<file path="config.mk">
export PLATFORM = sky130hd
export DESIGN_NAME = word_replacement_stream_decoder
export DESIGN_NICKNAME = d
export VERILOG_FILES = /design/src/rtl/wrsd_pkg.sv /design/src/rtl/word_replacement_stream_decoder.sv
export VERILOG_INCLUDE_DIRS = /design/src /design/src/rtl
export SDC_FILE = /design/constraint.sdc
export NUM_CORES = 1
export LEC_CHECK = 0
export BUFFER_PORTS_ARGS = -buffer_cell sky130_fd_sc_hd__buf_2
export CORE_MARGIN = 10
export CORE_UTILIZATION = 42
export CTS_CLUSTER_DIAMETER = 50
export DETAILED_ROUTE_END_ITERATION = 8
export PLACE_DENSITY = 0.72
export SETUP_SLACK_MARGIN = 0.15
export SYNTH_ARGS = -nofsm -noshare
export SYNTH_HDL_FRONTEND = slang
export SYNTH_SLANG_ARGS = --single-unit
export TNS_END_PERCENT = 10
</file>
<file path="constraint.sdc">
create_clock -name clk_i -period 9.95 [get_ports clk_i]
set_input_delay 1.99 -clock clk_i [delete_from_list [all_inputs] [get_ports clk_i]]
set_output_delay 1.99 -clock clk_i [all_outputs]
set_load 0.005 [all_outputs]
</file>
<file path="src/rtl/assert_macros.svh">
// assertion macros used by the decoder rtl file
`ifndef ASSERT_MACROS_SVH
`define ASSERT_MACROS_SVH

// property checked at every rising clock edge outside reset
`define ASSERT_ALWAYS(name, prop, msg) \
  name: assert property (@(posedge clk_i) disable iff (!rst_ni) (prop)) else $error(msg);

// implication checked at every rising clock edge outside reset
`define ASSERT_IMPLY(name, ante, cons, msg) \
  name: assert property (@(posedge clk_i) disable iff (!rst_ni) (ante) |-> (cons)) \
    else $error(msg);

`endif

</file>
<file path="src/rtl/wrsd_pkg.sv">
// types, constants and byte unmap function of the word replacement stream decoder
package wrsd_pkg;

  typedef enum logic [1:0] {
    KIND_NONE    = 2'd0,
    KIND_LITERAL = 2'd1,
    KIND_WORD    = 2'd2,
    KIND_ERROR   = 2'd3
  } kind_e;

  typedef enum logic [1:0] {
    ERR_NONE     = 2'd0,
    ERR_TYPE     = 2'd1,
    ERR_MARKER   = 2'd2,
    ERR_UNKNOWN  = 2'd3
  } err_e;

  localparam logic [7:0]  HeaderMagic   = 8'h07;
  localparam logic [7:0]  CtrlEscape    = 8'h0C;
  localparam logic [7:0]  CtrlUpper     = 8'h07;
  localparam logic [7:0]  CtrlCapital   = 8'h40;
  localparam logic [7:0]  CtrlUpperOff  = 8'h06;
  localparam logic [7:0]  CodeOneMin    = 8'h80;
  localparam logic [7:0]  CodeOneMax    = 8'hCF;
  localparam logic [7:0]  CodeTwoMin    = 8'hD0;
  localparam logic [7:0]  CodeTwoMax    = 8'hEF;
  localparam logic [7:0]  CodeThreeMin  = 8'hF0;
  localparam logic [15:0] WordsPerRow   = 16'd80;
  localparam logic [15:0] TwoByteBase   = 16'd80;
  localparam logic [15:0] ThreeByteBase = 16'd3920;
  localparam logic [15:0] WordCountRst  = 16'd44880;
  localparam logic [7:0]  CaseOffset    = 8'h20;

  localparam logic [2:0]  HdrType       = 3'd0;
  localparam logic [2:0]  HdrMarker     = 3'd5;
  localparam logic [2:0]  HdrDone       = 3'd6;

  localparam logic        RegWordCount  = 1'b0;

  typedef struct packed {
    kind_e       kind;
    logic [7:0]  out_byte;
    logic [15:0] word_index;
    logic        first_capital;
    logic        all_upper;
    err_e        error_code;
    logic [31:0] declared_length;
    logic        mid_sequence;
  } res_t;

  function automatic logic [7:0] unmap_byte(input logic [7:0] b);
    logic [7:0] r;
    r = b;
    if (b inside {[8'h7B:8'h7E]}) begin
      r = b - 8'h7B + 8'h50;
    end else if (b inside {[8'h50:8'h53]}) begin
      r = b - 8'h50 + 8'h7B;
    end else if (b inside {[8'h3A:8'h3F], [8'h4A:8'h4F]}) begin
      r = b ^ 8'h70;
    end
    if (r == 8'h58 || r == 8'h60) begin
      r = r ^ 8'h38;
    end
    return r;
  endfunction

endpackage

</file>
<file path="src/rtl/word_replacement_stream_decoder.sv">
// word replacement stream decoder: header check, case controls and dictionary code decode
//
//  channel   | direction | transaction
//  s_axis    | in        | one stored byte of the transformed stream
//  m_axis    | out       | one decode result per stored byte (kind in tuser)
//  apb       | in/out    | word_count register at address 0
//
// one byte per cycle while the skid is empty; a result goes to the result register or skid
// decode state and result are set by a single combinational pass from the input byte
// a two entry output (result register plus skid) takes one more byte during a stall
// reset clears header, case and code state; word_count returns to 44880
// no clearing pass after reset
`include "assert_macros.svh"

module word_replacement_stream_decoder (
  input  logic        clk_i,
  input  logic        rst_ni,
  // stored_byte [7:0]
  input  logic [7:0]  s_axis_tdata,
  input  logic        s_axis_tvalid,
  output logic        s_axis_tready,
  // out_byte [7:0], word_index [23:8], first_capital [24], all_upper [25],
  // error_code [27:26], declared_length [59:28], mid_sequence [60], zero [63:61]
  output logic [63:0] m_axis_tdata,
  // kind [1:0]
  output logic [1:0]  m_axis_tuser,
  output logic        m_axis_tvalid,
  input  logic        m_axis_tready,
  input  logic        psel,
  input  logic        penable,
  input  logic        pwrite,
  input  logic [2:0]  paddr,
  input  logic [31:0] pwdata,
  output logic [31:0] prdata,
  output logic        pready
);

  logic [15:0] word_count_q;
  logic [2:0]  hdr_q, hdr_d;
  logic [31:0] len_q, len_d;
  logic        upper_q, upper_d;
  logic        cap_q, cap_d;
  logic        esc_q, esc_d;
  logic [7:0]  first_q, first_d;
  logic [7:0]  second_q, second_d;
  logic [1:0]  have_q, have_d;
  logic [1:0]  need_q, need_d;

  wrsd_pkg::res_t res;
  wrsd_pkg::res_t out_q;
  wrsd_pkg::res_t skid_q;
  logic           out_v_q;
  logic           skid_v_q;
  logic           in_acc;
  logic           out_load;

  logic [7:0]  b;
  logic [1:0]  done_len;
  logic [15:0] idx;
  logic        idx_bad;
  logic        alpha;
  logic [15:0] idx1;
  logic [15:0] idx2;
  logic [15:0] idx3;
  logic [8:0]  row3;
  logic        ok2;
  logic        ok3;

  // configuration port
  assign pready = 1'b1;
  assign prdata = (paddr[2] == wrsd_pkg::RegWordCount) ? {16'd0, word_count_q} : 32'd0;

  always_ff @(posedge clk_i or negedge rst_ni) begin
    if (!rst_ni) begin
      word_count_q <= wrsd_pkg::WordCountRst;
    end else if (psel && penable && pwrite && pready && paddr[2] == wrsd_pkg::RegWordCount) begin
      word_count_q <= pwdata[15:0];
    end
  end

  // code index candidates
  assign row3 = {first_q[3:0], 5'(second_q - wrsd_pkg::CodeTwoMin)};
  assign idx1 = {8'd0, b - wrsd_pkg::CodeOneMin};
  assign idx2 = wrsd_pkg::TwoByteBase
              + 16'(first_q - wrsd_pkg::CodeTwoMin) * wrsd_pkg::WordsPerRow
              + {8'd0, b - wrsd_pkg::CodeOneMin};
  assign idx3 = wrsd_pkg::ThreeByteBase
              + {7'd0, row3} * wrsd_pkg::WordsPerRow
              + {8'd0, b - wrsd_pkg::CodeOneMin};
  assign ok2  = (b >= wrsd_pkg::CodeOneMin) && (b <= wrsd_pkg::CodeOneMax);
  assign ok3  = ok2 && (first_q >= wrsd_pkg::CodeThreeMin)
             && (second_q >= wrsd_pkg::CodeTwoMin) && (second_q <= wrsd_pkg::CodeTwoMax);

  assign b     = wrsd_pkg::unmap_byte(s_axis_tdata);
  assign alpha = (b >= 8'h61 && b <= 8'h7A) || (b >= 8'h41 && b <= 8'h5A);

  always_comb begin
    hdr_d    = hdr_q;
    len_d    = len_q;
    upper_d  = upper_q;
    cap_d    = cap_q;
    esc_d    = esc_q;
    first_d  = first_q;
    second_d = second_q;
    have_d   = have_q;
    need_d   = need_q;
    done_len = 2'd0;
    idx      = 16'd0;
    idx_bad  = 1'b0;
    res      = '0;
    res.kind       = wrsd_pkg::KIND_NONE;
    res.error_code = wrsd_pkg::ERR_NONE;

    if (hdr_q != wrsd_pkg::HdrDone) begin
      if (hdr_q == wrsd_pkg::HdrType) begin
        if (s_axis_tdata != wrsd_pkg::HeaderMagic) begin
          res.kind       = wrsd_pkg::KIND_ERROR;
          res.error_code = wrsd_pkg::ERR_TYPE;
        end
      end else if (hdr_q == wrsd_pkg::HdrMarker) begin
        if (s_axis_tdata != wrsd_pkg::HeaderMagic) begin
          res.kind       = wrsd_pkg::KIND_ERROR;
          res.error_code = wrsd_pkg::ERR_MARKER;
        end
      end else begin
        len_d = {len_q[23:0], s_axis_tdata};
      end
      hdr_d = hdr_q + 3'd1;
    end else if (esc_q) begin
      upper_d      = 1'b0;
      esc_d        = 1'b0;
      res.kind     = wrsd_pkg::KIND_LITERAL;
      res.out_byte = b;
    end else if (need_q != 2'd0) begin
      if (have_q == 2'd1) begin
        second_d = b;
        if (b > wrsd_pkg::CodeOneMax) begin
          have_d = 2'd2;
          need_d = 2'd1;
        end else begin
          done_len = 2'd2;
          idx      = idx2;
          idx_bad  = !ok2;
        end
      end else begin
        done_len = 2'd3;
        idx      = idx3;
        idx_bad  = !ok3;
      end
    end else if (b == wrsd_pkg::CtrlEscape) begin
      esc_d = 1'b1;
    end else if (b == wrsd_pkg::CtrlUpper) begin
      upper_d = 1'b1;
    end else if (b == wrsd_pkg::CtrlCapital) begin
      cap_d = 1'b1;
    end else if (b == wrsd_pkg::CtrlUpperOff) begin
      upper_d = 1'b0;
    end else if (b >= wrsd_pkg::CodeOneMin) begin
      first_d = b;
      have_d  = 2'd1;
      if (b > wrsd_pkg::CodeOneMax) begin
        need_d = 2'd1;
      end else begin
        done_len = 2'd1;
        idx      = idx1;
      end
    end else begin
      upper_d      = upper_q && alpha;
      cap_d        = 1'b0;
      res.kind     = wrsd_pkg::KIND_LITERAL;
      res.out_byte = (cap_q || (upper_q && alpha)) ? b - wrsd_pkg::CaseOffset : b;
    end

    if (done_len != 2'd0) begin
      if (idx_bad || idx >= word_count_q) begin
        res.kind       = wrsd_pkg::KIND_ERROR;
        res.error_code = wrsd_pkg::ERR_UNKNOWN;
      end else begin
        res.kind          = wrsd_pkg::KIND_WORD;
        res.word_index    = idx;
        res.first_capital = cap_q;
        res.all_upper     = upper_q;
      end
      cap_d    = 1'b0;
      first_d  = 8'd0;
      second_d = 8'd0;
      have_d   = 2'd0;
      need_d   = 2'd0;
    end

    res.declared_length = len_d;
    res.mid_sequence    = esc_d || (need_d != 2'd0);
  end

  // decode state
  assign in_acc = s_axis_tvalid && s_axis_tready;

  always_ff @(posedge clk_i or negedge rst_ni) begin
    if (!rst_ni) begin
      hdr_q    <= '0;
      len_q    <= '0;
      upper_q  <= 1'b0;
      cap_q    <= 1'b0;
      esc_q    <= 1'b0;
      first_q  <= '0;
      second_q <= '0;
      have_q   <= '0;
      need_q   <= '0;
    end else if (in_acc) begin
      hdr_q    <= hdr_d;
      len_q    <= len_d;
      upper_q  <= upper_d;
      cap_q    <= cap_d;
      esc_q    <= esc_d;
      first_q  <= first_d;
      second_q <= second_d;
      have_q   <= have_d;
      need_q   <= need_d;
    end
  end

  // result register and skid stage
  assign s_axis_tready = !skid_v_q;
  assign out_load      = !out_v_q || m_axis_tready;

  always_ff @(posedge clk_i or negedge rst_ni) begin
    if (!rst_ni) begin
      out_v_q  <= 1'b0;
      skid_v_q <= 1'b0;
    end else if (out_load) begin
      out_v_q  <= skid_v_q || in_acc;
      skid_v_q <= 1'b0;
    end else if (in_acc) begin
      skid_v_q <= 1'b1;
    end
  end

  always_ff @(posedge clk_i) begin
    if (out_load) begin
      out_q <= skid_v_q ? skid_q : res;
    end else if (in_acc) begin
      skid_q <= res;
    end
  end

  assign m_axis_tvalid = out_v_q;
  assign m_axis_tuser  = out_q.kind;
  assign m_axis_tdata  = {3'd0, out_q.mid_sequence, out_q.declared_length, out_q.error_code,
                          out_q.all_upper, out_q.first_capital, out_q.word_index,
                          out_q.out_byte};

  `ASSERT_IMPLY(a_skid_behind_out, skid_v_q, out_v_q, "skid entry without result register")
  `ASSERT_IMPLY(a_kind_matches_err, out_v_q,
                (out_q.kind == wrsd_pkg::KIND_ERROR) == (out_q.error_code != wrsd_pkg::ERR_NONE),
                "error kind and error code disagree")
  `ASSERT_ALWAYS(a_hdr_saturates, hdr_q <= wrsd_pkg::HdrDone, "header position past six")
  `ASSERT_IMPLY(a_need_has_first, need_q != 2'd0, have_q != 2'd0,
                "code pending without a first byte")

endmodule

</file>
==> results.json <==
{
  "status": "completed",
  "peakVddDrop_mv": 0.159,
  "placed_area_sq_um": 12200,
  "dieArea_sq_um": 34100,
  "grt_use_total_pct": 15.4,
  "critical_path_arrival_ps": 8790,
  "ys.flop_type": "edfxtp_1",
  "crit_path_start_kind": "input port",
  "period_minus_slack_ps": 8430,
  "rsz0062_at_grt": "false",
  "rr_worst_depth": 21,
  "totalWireLength_mm": 26.7,
  "std_cell_rows": 60,
  "core_area_sq_um": 26800,
  "nets": 1267,
  "final_layout_size_suffix_gt1_share_pct": 26.3,
  "cpMostUsedCell": "ha_1",
  "fin_skew_ps": 12.3,
  "syn_avg_cell_area_sq_um": 11.0,
  "max_stage_delay_ps": 550,
  "wl_per_cell_um": 17.8,
  "critPathCaptureType": "register",
  "io_buffers": 112,
  "setup_viol": 0,
  "drc": 0,
  "hp-class": "register to register",
  "grt_pass1_wl_mm": 42.7,
  "ys_ff_latch": 202,
  "synth_commonest_cells": "nand2_1, edfxtp_1, mux2_2",
  "io_pins": 151,
  "htreeDepth": 1,
  "antenna_left": 0,
  "stdcell_count": 1506,
  "grt_max_degree": 66,
  "cap_violations": 0,
  "synth_top_area_share_pct": 33.2,
  "final-hold-violation-count": 0,
  "setup_tns_ps": 0,
  "cts_buffers": 29,
  "leakagePower_nw": 5.83,
  "cts_root_buf": "clkbuf_16",
  "synth.most_common_cell": "nand2_1",
  "initial_core_util_pct": 42.5,
  "critPathKind": "input port to register",
  "syn_area_sq_um": 11400,
  "netlist_instances": 1035,
  "vias": 7993,
  "cp_data_required_time_ps": 10300,
  "synth_warnings": 0,
  "r2r_slack_ps": 3990,
  "clk_pin_slew_ps": 60,
  "tightest_slew_ps": 1030,
  "first_pass_iters": 6,
  "areaGrowthSynthToFinish_pct": 15.8,
  "drt-initial-drc-count": 693,
  "worstSetupEndpoint": "m_axis_tdata[24]",
  "place_hpwl_mm": 18.5,
  "fin_crit_sh_pct": 84.7,
  "tritoncts": "yes",
  "insertion_delay_ps": 560,
  "synthTopCellsByArea": "edfxtp_1, dfrtp_1, mux2_2",
  "fillers": 2378,
  "crit_start": "s_axis_tdata[0]",
  "synth_edf_count": 126,
  "r2r-end": "m_axis_tdata[24]",
  "final_area_sq_um": 13200,
  "cts.sinks": 202,
  "clk_path_buf_depth": 3,
  "grt_remaining_overflow": 0,
  "synth_top_cell_by_area": "edfxtp_1",
  "dp.cells": 1452,
  "die_w_um": 185,
  "grt_antenna_before_repair": 0,
  "power.density_nw_per_um2": 351,
  "die_h_um": 185,
  "slew_headroom_pct": 31.3,
  "yosysSeqAreaShare_pct": 50.0,
  "crit_path_top_delay_cell": "nor2_1",
  "gp_congestion": 0.879,
  "synth_cell_types": 80,
  "drv_slew": 0,
  "hold_buffers": 0,
  "worstReg2RegStart": "first_q[3]",
  "synthArstFlopShare_pct": 37.6,
  "crit_fanout": 18,
  "max_freq_mhz": 119,
  "ctsResizeCount": 0,
  "holdPathStages": 2,
  "grt_pass1_vias": 7941,
  "n_antenna_cell": 0,
  "via_per_inst": 5.31,
  "power_mw": 4.63,
  "post_cts_buffers": 0
}
-- power by group --
group / switching [mW] / internal, mW / total (mW)
logic: 1.31 / 1.01 / 2.32
clock network: 0.415 / 0.602 / 1.02
registers: 0.120 / 1.18 / 1.30
total: 1.85 / 2.79 / 4.63
-- logic make-up (layout without fill, tap and decap cells) --
group	Yosys count	count (layout)	synth area share, %
other	2	20	0.0659
flip-flops	202	202	50.0
AND/OR/NAND/NOR	332	332	13.2
AO/OA/AOI/OAI	162	162	10.6
adder cells (fa/ha/maj)	75	75	8.50
buffers and inverters	126	238	4.99
multiplexers	105	105	10.3
XOR/XNOR	31	31	2.38
-- layout by cell type, fill, tap and decap left out, types with 8 or more instances in the layout --
cell type,Yosys,layout
nand2_1,150,150
edfxtp_1,126,126
buf_2,7,111
mux2_2,101,101
nor2_1,89,88
ha_1,71,71
dfrtp_1,68,68
inv_1,59,59
a21oi_1,29,29
clkbuf_16,0,29
o31ai_1,28,28
o21ai_0,20,20
conb_1,2,20
xnor2_1,18,18
nor3_1,15,15
nand3_1,14,14
xor2_1,13,13
buf_4,21,13
a21o_1,12,12
o21a_1,11,11
nor2b_1,9,8
a31oi_1,8,8
dfstp_2,8,8
-- flip-flops by register name (all words and copies together) (netlist names), 2 cells and up --
name          cells
len_q            32
second_q          8
skid_q           63
word_count_q     16
m_axis_tuser      2
m_axis_tdata     61
hdr_q             3
have_q            2
first_q           8
need_q            2
-- stage by stage --
| step | util, % | setup WS (ps) | hold slack, ps |
|---|---|---|---|
| 2_1_floorplan | - | 2200 | 442 |
| 4_1_cts | 49.2 | 1660 | 473 |
| 5_1_grt | 49.2 | 896 | 490 |
| 6_report | 49.2 | 1520 | 475 |
| 3_3_place_gp | 45.6 | 1350 | 453 |
| 3_5_place_dp | 45.6 | 1130 | 458 |
-- critical path, delay by kind of cell --
kind                       cells  cell delay, ps
buffers and inverters          5             800
AOI/OAI and AO/OA              8            1600
adders and majority gates      5            1190
and+or+nand+nor               12            3200
-- how the worst min path moves through the flow --
stage / endpoint / startpoint / slack, ps
finish: len_q[26] / len_q[26] / 470
global route: len_q[29] / len_q[29] / 490
floorplan: len_q[24] / len_q[24] / 440
detailed placement: len_q[28] / len_q[28] / 460
CTS: len_q[28] / len_q[28] / 470
global placement: len_q[31] / len_q[31] / 450
-- layout make-up --
cell class                      count  area, sq um  share of cell area [%]
Timing Repair Buffer              124          653                    4.95
Multi-Input combinational cell    725         5210                    39.5
Clock inverter                     18          193                    1.46
Inverter                           60          225                    1.71
Sequential cell                   202         5700                    43.2
Clock buffer                       36          782                    5.93
Tap cell                          341          427                    3.23
-- routing by layer --
metal	vias up	global-route usage, %	wire length, um
met5	-	0	0
met4	0	4.13	604
met3	42	3.50	2070
met2	268	23.7	11900
met1	3804	21.3	12200
li1	3879	-	-
(Power assumes the default switching activity.)
